File: src/rtl/core/itfl_pkg.sv
package itfl_pkg;

   localparam int TABLE_DEPTH = 1024;
   localparam int ADDR_W      = $clog2(TABLE_DEPTH);
   localparam int SIZE_W      = ADDR_W + 1;
   localparam int VALUE_W     = 32;
   localparam int SPAN_W      = ADDR_W;
   localparam int DIV_CNT_W   = $clog2(VALUE_W);
   localparam int STATUS_W    = 2;
   localparam int REQ_DATA_W  = ((ADDR_W + VALUE_W + 7) / 8) * 8;
   localparam int CSR_ADDR_W  = 3;
   localparam int CSR_DATA_W  = 32;

   localparam logic [SIZE_W-1:0] SIZE_RESET = SIZE_W'(TABLE_DEPTH);
   localparam logic [SIZE_W-1:0] SIZE_MIN   = SIZE_W'(2);

   // status codes
   localparam logic [STATUS_W-1:0] STATUS_OK        = 2'd0;
   localparam logic [STATUS_W-1:0] STATUS_BAD_BP    = 2'd1;
   localparam logic [STATUS_W-1:0] STATUS_RANGE     = 2'd2;
   localparam logic [STATUS_W-1:0] STATUS_NOT_READY = 2'd3;

   // item kinds
   localparam logic KIND_LOAD   = 1'b0;
   localparam logic KIND_LOOKUP = 1'b1;

   // register indexes
   localparam logic REG_TABLE_SIZE = 1'b0;

   typedef struct packed {
      logic               start;
      logic [VALUE_W-1:0] dividend;
      logic [SPAN_W-1:0]  divisor;
   } div_req_type;

   typedef struct packed {
      logic               done;
      logic [VALUE_W-1:0] quot;
      logic [SPAN_W-1:0]  rem;
   } div_rsp_type;

endpackage

File: src/rtl/core/itfl_div.sv
module itfl_div (
   input  logic                 clock,
   input  logic                 reset,
   input  itfl_pkg::div_req_type div_req,
   output itfl_pkg::div_rsp_type div_rsp
);
   import itfl_pkg::*;

   logic                 busy_ff, busy_in;
   logic                 done_ff, done_in;
   logic [DIV_CNT_W-1:0] cnt_ff, cnt_in;
   logic [VALUE_W-1:0]   work_ff, work_in;
   logic [SPAN_W-1:0]    rem_ff, rem_in;
   logic [SPAN_W-1:0]    divisor_ff, divisor_in;

   logic [SPAN_W:0]      trial;
   logic                 fits;

   // one restoring step per cycle, quotient bits shift in from the right
   assign trial = {rem_ff, work_ff[VALUE_W-1]};
   assign fits  = trial >= {1'b0, divisor_ff};

   always_comb begin
      busy_in    = busy_ff;
      done_in    = 1'b0;
      cnt_in     = cnt_ff;
      work_in    = work_ff;
      rem_in     = rem_ff;
      divisor_in = divisor_ff;
      if (div_req.start) begin
         busy_in    = 1'b1;
         cnt_in     = '0;
         work_in    = div_req.dividend;
         rem_in     = '0;
         divisor_in = div_req.divisor;
      end else if (busy_ff) begin
         work_in = {work_ff[VALUE_W-2:0], fits};
         rem_in  = fits ? SPAN_W'(trial - {1'b0, divisor_ff}) : trial[SPAN_W-1:0];
         cnt_in  = cnt_ff + DIV_CNT_W'(1);
         if (cnt_ff == DIV_CNT_W'(VALUE_W - 1)) begin
            busy_in = 1'b0;
            done_in = 1'b1;
         end
      end
   end

   always_ff @(posedge clock) begin
      if (reset) begin
         busy_ff <= 1'b0;
         done_ff <= 1'b0;
         cnt_ff  <= '0;
      end else begin
         busy_ff <= busy_in;
         done_ff <= done_in;
         cnt_ff  <= cnt_in;
      end
      work_ff    <= work_in;
      rem_ff     <= rem_in;
      divisor_ff <= divisor_in;
   end

   assign div_rsp.done = done_ff;
   assign div_rsp.quot = work_ff;
   assign div_rsp.rem  = rem_ff;

endmodule

File: config.mk
export PLATFORM = sky130hd
export DESIGN_NAME = itfl_div
export DESIGN_NICKNAME = d
export VERILOG_FILES = /design/src/rtl/core/itfl_pkg.sv /design/src/rtl/core/itfl_div.sv
export SDC_FILE = /design/constraint.sdc
export NUM_CORES = 1
export LEC_CHECK = 0
export BUFFER_PORTS_ARGS = -buffer_cell sky130_fd_sc_hd__buf_2
export CAP_MARGIN = 30
export CORE_MARGIN = 1
export CORE_UTILIZATION = 53
export CTS_BUF_LIST = sky130_fd_sc_hd__clkbuf_4 sky130_fd_sc_hd__clkbuf_8
export DETAILED_ROUTE_END_ITERATION = 10
export HOLD_SLACK_MARGIN = 0.12
export PLACE_DENSITY = 0.87
export SYNTH_ARGS = -nofsm -noshare
export SYNTH_HDL_FRONTEND = slang
export SYNTH_SLANG_ARGS = --single-unit
File: constraint.sdc
create_clock -name clock -period 3 [get_ports clock]
set_input_delay 0.6 -clock clock [delete_from_list [all_inputs] [get_ports clock]]
set_output_delay 0.6 -clock clock [all_outputs]
set_load 0.05 [all_outputs]
==> run metrics, run 1 <==
Final Max Tran Viols 0; fin worst setup slack between 600 and 700 ps; number of port buffers 87; CTS Buf Count 9; Worst VDD drop 0.0004663 V; routed len/inst 16.32 µm; Die ar. between 5000 and 6000 µm²; layout cells sized above 1 between 40% and 50%; # hold bufs at CTS 0; wl on met1 between 2 and 3 mm; Pleak 1.595 nW; Placer Congestion 0.9045; Setup Skew ~6.7 ps; Slew headroom a little over three fifths; Post-synth EDFFs 42; Fillers 370; top-count cell post-synth edfxtp_1; P_int ~1.5 mW; pwr dens around 640 nW/µm²; Worst Setup End Kind register; Final Hold Vio Count 0; Die Y approximately 77 µm; Syn Nets between 200 and 300; P&R area growth vs syn 23.98%; RSZ-0062 raised after global routing false; post-route ant nets 0; Multi-input gate area about 1200 µm²; Setup TNS Final 0 ps; Yosys Warn Count 0; Worst path max stage delay between 400 and 500 ps; clock share of power a little under a third; Min Hold Slack between 400 and 500 ps; Worst Path Max Fanout 8; DP HPWL around 4.7 mm; die width around 77 µm; Synth top cells by count edfxtp_1, mux2_2, nor2_1; Max Cap Viol 0; Seq cells post-synth between 50 and 60; post-synthesis sequential area ratio between 50% and 60%; Seq pwr share a little over two fifths; Hold Crit Class input port to register; Cells after Synth approximately 240; final worst path period share between 70 and 80%; combinational cell fraction of total power a little over a quarter; status finished, final reports clean; sw power 0.7976 mW; Cell Chain, Critical Path inv_1 -> ha_1 -> o21a_1 -> a21bo_4 -> a2111oi_4 -> or2_1 -> mux2_2; total number of vias about 2,200; CTS Root Cell clkbuf_8; Site Rows 26; FMAX around 0.43 GHz; CTS max path bufs 2; CTS tree yes; leading area contributor after synthesis edfxtp_1; Worst Path Arrival around 2500 ps; NumNets Final 388; vias per cell roughly 5.5; Starting DRT DRC Count roughly 150; first-pass GRT wire length between 10 and 15 mm; Synth top area share 42.55%; clk sinks 59; Reg clk slew, reported paths approximately 70 ps; Core Region around 5200 µm²; Avg Synthesized Cell Area ~12 µm²; DR WL met2 3.237 mm; post-layout min period 2324 ps; initial antenna violation count 0; register area between 1500 and 2000 µm²; # diodes 0; CP max stage cell a2111oi_4; Synth area leaders edfxtp_1, mux2_2, dfxtp_1, ha_1, nor2_1; pin count of the biggest net entering global routing 31; CP Data Required Time between 3000 and 4000 ps; DRT Pass-1 Iters 4; CTS H-tree depth 3; Worst-Skew Late Latency 340 ps; routed length on met3 approximately 460 µm; sw frac between 30 and 40%; Async SR Flop Fraction 0%; vias in the first global route approximately 2,300; DRC 0; initial core utilization 56.59%; DP Worst Slack about 740 ps; Post-CTS Setup Bufs 0; GRT Residual Overflow 0; post-detailed-routing wire length approximately 6.6 mm; fin util a little over two thirds; Post-synth top flop edfxtp_1; Synth Cell Area between 2000 and 3000 µm²; Post-CTS Resized 0; final setup fails 0; Worst-Margin Slew between 500 and 600 ps; kind of critical path register to register; global-route usage over all layers 24.15%; Yosys cell types 48; top routing layer used met4; Worst setup SP type register; IO Pins 88
[worst max-delay path: cells and delay by family (launching register included)]
| family | cells | cell delay [ps] |
|---|---|---|
| mux | 1 | 230 |
| fa+ha+maj | 1 | 360 |
| simple gates | 1 | 370 |
| buf+inv | 1 | 60 |
| compound gates | 3 | 800 |
| flops | 1 | 370 |
[worst paths after layout]
path / startpoint / to / slack, ps / cells past startpoint
worst min register to register: cnt_ff[4]$_SDFFE_PP0P_ / cnt_ff[4]$_SDFFE_PP0P_ / 510 / 2
worst min-delay path: reset / busy_ff$_SDFF_PP0_ / 420 / 2
worst max register to register: divisor_ff[2]$_DFFE_PP_ / work_ff[0]$_DFFE_PP_ / 680 / 7
worst max-delay path: divisor_ff[2]$_DFFE_PP_ / work_ff[0]$_DFFE_PP_ / 680 / 7
[placed cells by master, fill, tap and decap left out, types with 2 or more instances in the layout]
cell        count
nand2_1         7
o21ai_0         3
or2_1           2
nor3_1          5
o21bai_1        2
clkinv_4        2
o41ai_1         4
a21oi_1         5
o21a_1          2
a221oi_1        2
o311a_1         3
a211oi_1        2
mux2i_1         2
buf_2          87
edfxtp_1       42
o221ai_1        3
nor2_1         29
a21o_1          2
clkinvlp_4      2
and3_1          2
clkbuf_8        9
nand2b_1        2
nand4_1         2
xor2_1          5
inv_1          15
mux2_2         32
buf_4           5
dfxtp_1        17
o31ai_1         2
xnor2_1         3
ha_1           12
o21ai_1         2
or2_2           2
[cells by family (layout without fill, tap and decap cells)]
kind of cell / after synthesis / count (layout) / share of synthesized area [%]
flops: 59 / 59 / 54.03
fa+ha+maj: 13 / 13 / 5.741
mux: 34 / 34 / 12.83
simple gates: 55 / 55 / 8.526
compound gates: 42 / 42 / 12.24
buf+inv: 28 / 124 / 4.263
xor+xnor: 8 / 8 / 2.364
[per-stage QoR]
step                      std cells  power, mW  area [µm²]
after floorplan                 239      1.486        2964
after global placement          389      1.624        3475
after detailed placement        389      1.636        3475
after CTS                       405      2.356        3675
after global routing            405      2.441        3675
final                           405      2.346        3675
[sequential cells by signal, indices dropped and copies added, names as in the netlist]
signal,count
work_ff,32
divisor_ff,10
rem_ff,10
cnt_ff,5
busy_ff,1
done_ff,1
[routing by layer]
| metal | vias up | global-route usage [%] |
|---|---|---|
| li1 | 1069 | - |
| met1 | 1042 | 28.93 |
| met2 | 94 | 39.11 |
| met3 | 21 | 6.190 |
| met4 | 0 | 14.23 |
| met5 | - | 0 |
[power by group through the flow]
| stage | logic (mW) | registers (mW) | clock network, mW |
|---|---|---|---|
| after global routing | 0.663 | 1.02 | 0.762 |
| after global placement | 0.607 | 1.02 | 0 |
| after CTS | 0.622 | 1.01 | 0.729 |
| after detailed placement | 0.616 | 1.02 | 0 |
| final | 0.624 | 1.01 | 0.716 |
| after floorplan | 0.265 | 1.22 | 0 |
[cell type report]
class / count / share of cell area (%)
flip-flops and latches: 59 / 43.58
multi-input cells: 152 / 33.64
repair buffers: 93 / 13.42
clock buffers: 9 / 3.371
well taps: 70 / 2.383
clock inverters: 7 / 2.077
inverters: 15 / 1.532
(Power assumes the default switching activity.)
==> run 2: changes to the inputs <==
- CORE_UTILIZATION: 53 -> 48
- PLACE_DENSITY: 0.87 -> 0.83
- clock period: 3 -> 2.1 ns (I/O delays scaled with it)
==> run metrics, run 2 (synthesis gave the netlist of run 1 again) <==
Placer Congestion 0.9323 (was 0.9045); # diodes 0 (unchanged); clk sinks 59 (unchanged); Reg-to-Reg End work_ff[0]$_DFFE_PP_ (unchanged); CTS max path bufs 2 (unchanged); Worst VDD drop 0.0006026 V (was 0.0004663 V); crit path launch divisor_ff[6]$_DFFE_PP_ (was divisor_ff[2]$_DFFE_PP_); Fillers 454 (was 370); post-layout min period 2103 ps (was 2324 ps); pin count of the biggest net entering global routing 38 (was 31); kind of critical path register to register (unchanged); initial core utilization 49.77% (was 56.59%); R2R Path Start divisor_ff[6]$_DFFE_PP_ (was divisor_ff[2]$_DFFE_PP_); Hold Path Origin reset (unchanged); vias in the first global route 2,218 (was 2,303); Worst Path Arrival 2190 ps (was 2530 ps); Area after DPL 3646 µm² (was 3475 µm²); Pleak 1.697 nW (was 1.595 nW); Worst Setup End Kind register (unchanged); register area 1612 µm² (was 1602 µm²); IO Pins 88 (unchanged); RSZ-0062 raised after global routing true (was false); DRT Pass-1 Iters 4 (unchanged); Starting DRT DRC Count 127 (was 152); DRC 0 (unchanged); CP Data Required Time 2190 ps (was 3200 ps); Slew headroom 66.74% (was 63.18%); total number of vias 2,376 (was 2,226); CTS Root Cell clkbuf_8 (unchanged); Setup Skew 13.22 ps (was 6.676 ps); Worst setup SP type register (unchanged); DP Cell Count 410 (was 389); Reg with most FFs work_ff (unchanged); most common cell after layout, fill and taps aside buf_2 (unchanged); global-route usage over all layers 21.76% (was 24.15%); slack of the worst reg-to-reg path -3 ps (was 680 ps); status complete, but fails checks (was finished, final reports clean); NumNets Final 405 (was 388); Die Y 80.58 µm (was 76.79 µm); Final Max Tran Viols 0 (unchanged); fin worst setup slack -2.981 ps (was 675.9 ps); first-pass GRT wire length 10.34 mm (was 10.76 mm); Die ar. 6493 µm² (was 5896 µm²); number of port buffers 87 (unchanged); max reg flops 32 (unchanged); post-detailed-routing wire length 7.069 mm (was 6.610 mm); initial antenna violation count 0 (unchanged); Hold Path End busy_ff$_SDFF_PP0_ (unchanged); most frequent cells in the layout buf_2, edfxtp_1, mux2_2 (unchanged); vias per cell 5.564 (was 5.496); Site Rows 28 (was 26); P&R area growth vs syn 32.84% (was 23.98%); Worst-Margin Slew 498.2 ps (was 552.4 ps); Power, Total 3.479 mW (was 2.346 mW); layout cells sized above 1 53.41% (was 44.48%); reg2reg path depth 7 (unchanged); # hold bufs at CTS 0 (unchanged); top flop regs work_ff x32, divisor_ff x10, rem_ff x10 (unchanged); Hold Crit Class input port to register (unchanged); failing checks negative setup slack; Final Hold Vio Count 0 (unchanged); Worst-Skew Late Latency 340 ps (about the same); DP HPWL 4.896 mm (was 4.695 mm); CTS tree yes (unchanged); final instance area 3938 µm² (was 3675 µm²); Hold Path Stages 2 (unchanged); FMAX 0.4755 GHz (was 0.4303 GHz); Multi-input gate area 1339 µm² (was 1236 µm²); final std cells w/o fill 427 (was 405); GRT Residual Overflow 0 (unchanged); Reg clk slew, reported paths 70 ps (about the same); Core Region 5956 µm² (was 5238 µm²); Worst Path Max Fanout 8 (unchanged); CTS H-tree depth 3 (unchanged); CTS Buf Count 9 (unchanged); post-route ant nets 0 (unchanged); final setup fails 1 (was 0); Max Cap Viol 0 (unchanged); routed len/inst 16.56 µm (was 16.32 µm); pwr dens 883.6 nW/µm² (was 638.4 nW/µm²); die width 80.58 µm (was 76.79 µm); final worst path period share 100.1% (was 77.47%)
==> run 2: cell count changes in the layout (fill, tap and decap cells not counted), moves of 3 or more <==
cell | previous run | this run
ha_4 | 0 | 4
dfxtp_1 | 17 | 11
buf_4 | 5 | 20
dfxtp_2 | 0 | 5
ha_1 | 12 | 7
inv_2 | 0 | 3
inv_1 | 15 | 12
==> run 2: area by class of cell <==
class / count / share of cell area [%]
Clock buffer: 9 / 3.146
Clock inverter: 7 / 1.938
Inverter: 15 / 1.430
Multi-Input combinational cell: 152 / 34.00
Sequential cell: 59 / 40.93
Tap cell: 75 / 2.383
Timing Repair Buffer: 110 / 16.17
==> run 2: worst max path at each step <==
stage                                   endpoint  depth (start not counted)
after floorplan           rem_ff[2]$_SDFFE_PP0P_                          8
final                       work_ff[0]$_DFFE_PP_                          7
after global routing      rem_ff[3]$_SDFFE_PP0P_                          8
after global placement      work_ff[0]$_DFFE_PP_                          7
after detailed placement    work_ff[0]$_DFFE_PP_                          7
after CTS                   work_ff[0]$_DFFE_PP_                          7
==> run 2: what timing repair did <==
| action | CTS | global route |
|---|---|---|
| gates cloned | 0 | 1 |
| resized for setup | 2 | 13 |
| buffers inserted | 0 | 0 |
| setup endpoints to repair | 1 | 11 |
| pin swaps | 0 | 7 |
==> run 2: through the flow <==
stage	util (%)	setup slack [ps]	hold slack, ps	setup TNS (ps)
2_1_floorplan	-	-127.0	467.4	-725.9
3_5_place_dp	61.22	-39.48	498.3	-39.48
5_1_grt	66.11	-106.8	237.3	-487.1
3_3_place_gp	61.22	3.797	481.6	0
6_report	66.11	-2.981	254.1	-2.981
4_1_cts	64.68	28.73	240.0	0
==> run 2: worst max-delay path: stages, from the launching register on <==
cell       delay (ps)
edfxtp_1          390
inv_2              80
ha_4              210
a211o_4           350
nor2_4            150
a2111oi_4         100
or2_4             310
mux2_2            270
==> run 2: power by group <==
| part | internal (mW) | switching [mW] | total (mW) |
|---|---|---|---|
| Clock | 0.553 | 0.483 | 1.04 |
| Combinational | 0.365 | 0.642 | 1.01 |
| Sequential | 1.37 | 0.0640 | 1.44 |
| Total | 2.29 | 1.19 | 3.48 |
==> run 2: metal layers <==
layer | global-route usage, % | vias to the layer above | wire (µm)
met2 | 34.49 | 99 | 3611
met1 | 27.29 | 1153 | 2853
met4 | 11.07 | 0 | 149
li1 | - | 1102 | -
met3 | 5.568 | 22 | 453
met5 | 0 | - | 0
==> run 3: changes to the inputs <==
- CORE_MARGIN: 1 -> default
- clock period: 2.1 -> 1.7 ns (I/O delays scaled with it)
==> run metrics, run 3 (synthesis gave the netlist of run 1 again) <==
status complete, but fails checks (unchanged); failing checks negative setup slack (unchanged); Slew headroom 65.94% (was 66.74%); total number of vias 2,657 (was 2,376); Site Rows 28 (unchanged); DRT Pass-1 Iters 5 (was 4); DP HPWL 5.282 mm (was 4.896 mm); initial core utilization 49.77% (unchanged); CTS tree yes (unchanged); Placer Congestion 0.9061 (was 0.9323); post-detailed-routing wire length 9.256 mm (was 7.069 mm); Final Hold Vio Count 0 (unchanged); final setup fails 11 (was 1); post-route ant nets 0 (unchanged); Worst-Margin Slew 510.3 ps (was 498.2 ps); Worst Setup End Kind register (unchanged); pin count of the biggest net entering global routing 29 (was 38); Starting DRT DRC Count 316 (was 127); clk sinks 59 (unchanged); Worst Path Arrival 2440 ps (was 2190 ps); kind of critical path register to register (unchanged); Worst Path Max Fanout 2 (was 8); Hold Path Origin div_req[1] (was reset); vias in the first global route 2,559 (was 2,218); Fillers 386 (was 454); global-route usage over all layers 26.49% (was 21.76%); CTS Root Cell clkbuf_8 (unchanged); Multi-input gate area 1468 µm² (was 1339 µm²); Worst setup SP type register (unchanged); Setup Skew 9.744 ps (was 13.22 ps); NumNets Final 437 (was 405); GRT Residual Overflow 0 (unchanged); Max Cap Viol 0 (unchanged); # diodes 0 (unchanged); Worst-Skew Late Latency 350 ps (was 340 ps); first-pass GRT wire length 12.47 mm (was 10.34 mm); Core Region 5956 µm² (unchanged); vias per cell 5.789 (was 5.564); DRC 0 (unchanged); most common cell after layout, fill and taps aside buf_2 (unchanged); CTS Buf Count 9 (unchanged); P&R area growth vs syn 46.73% (was 32.84%); RSZ-0062 raised after global routing true (unchanged); CTS H-tree depth 3 (unchanged); Pleak 1.911 nW (was 1.697 nW); initial antenna violation count 0 (unchanged); Die ar. 6493 µm² (unchanged); most frequent cells in the layout buf_2, buf_4, edfxtp_1 (was buf_2, edfxtp_1, mux2_2); Setup TNS Final -4924 ps (was -2.981 ps); FMAX 0.4520 GHz (was 0.4755 GHz); routed len/inst 20.17 µm (was 16.56 µm); top flop regs work_ff x32, divisor_ff x10, rem_ff x10 (unchanged); register area 1612 µm² (unchanged); Hold Crit Class input port to register (unchanged); CTS max path bufs 2 (unchanged); die width 80.58 µm (unchanged); Reg clk slew, reported paths 70 ps (about the same); pwr dens 1138 nW/µm² (was 883.6 nW/µm²); Area after DPL 3795 µm² (was 3646 µm²); layout cells sized above 1 61.72% (was 53.41%); crit path launch work_ff[31]$_DFFE_PP_ (was divisor_ff[6]$_DFFE_PP_); R2R Path Start work_ff[31]$_DFFE_PP_ (was divisor_ff[6]$_DFFE_PP_); Final Max Tran Viols 0 (unchanged); CP Data Required Time 1930 ps (was 2190 ps); max reg flops 32 (unchanged); final worst path period share 130.1% (was 100.1%); Die Y 80.58 µm (unchanged); post-layout min period 2212 ps (was 2103 ps); fin worst setup slack -512.5 ps (was -2.981 ps); number of port buffers 87 (unchanged); final instance area 4349 µm² (was 3938 µm²); Reg with most FFs work_ff (unchanged); Worst VDD drop 0.0009947 V (was 0.0006026 V); IO Pins 88 (unchanged)
-- run 3: final timing paths --
path	end	cells after the start	slack [ps]
setup / recovery	rem_ff[8]$_SDFFE_PP0P_	9	-510
hold / removal	divisor_ff[1]$_DFFE_PP_	1	170
setup reg to reg	rem_ff[8]$_SDFFE_PP0P_	9	-510
hold reg to reg	cnt_ff[3]$_SDFFE_PP0P_	2	520
-- run 3: power breakdown --
group / internal, mW / switching (mW)
Combinational: 0.614 / 0.962
Sequential: 1.70 / 0.0773
Clock: 0.971 / 0.629
-- run 3: routing by layer --
layer  vias to the layer above  GRT usage [%]  part of all wire (%)
met2                       164          44.24                    50
met3                        52          5.114                   8.1
met5                         -              0                     0
met1                      1277          31.35                    38
met4                         0          15.89                   4.2
li1                       1164              -                     -
-- run 3: area by class of cell --
type | instances | area share, %
multi-input cells | 152 | 33.75
clock buffers | 9 | 2.848
inverters | 15 | 1.381
flip-flops and latches | 59 | 37.05
clock inverters | 7 | 2.647
well taps | 75 | 2.158
repair buffers | 142 | 20.17
-- run 3: worst max-delay path, cell delays in order, from the launching register on --
cell	delay [ps]
edfxtp_1	430
inv_1	80
ha_2	180
inv_2	50
fa_2	370
a211oi_4	310
nor3b_4	90
o31ai_2	270
xor2_1	220
o21ai_1	90
-- run 3: what timing repair did --
item,CTS,global route
hold buffers,0,0
gates resized for setup,23,22
buffers inserted,5,6
hold endpoints to repair,0,0
cloned,0,2
endpoints found under the setup margin,11,11
pin swaps,15,18
-- run 3: through the flow --
stage	power [mW]	hold slack, ps	cells	setup WS, ps	util (%)
2_1_floorplan	2.641	412.4	239	-527.0	-
3_3_place_gp	3.034	479.6	431	-381.2	63.72
3_5_place_dp	3.069	515.0	431	-444.1	63.72
4_1_cts	4.749	157.5	452	-336.9	70.71
5_1_grt	5.078	151.7	459	-540.6	73.03
6_report	4.950	170.5	459	-512.5	73.03
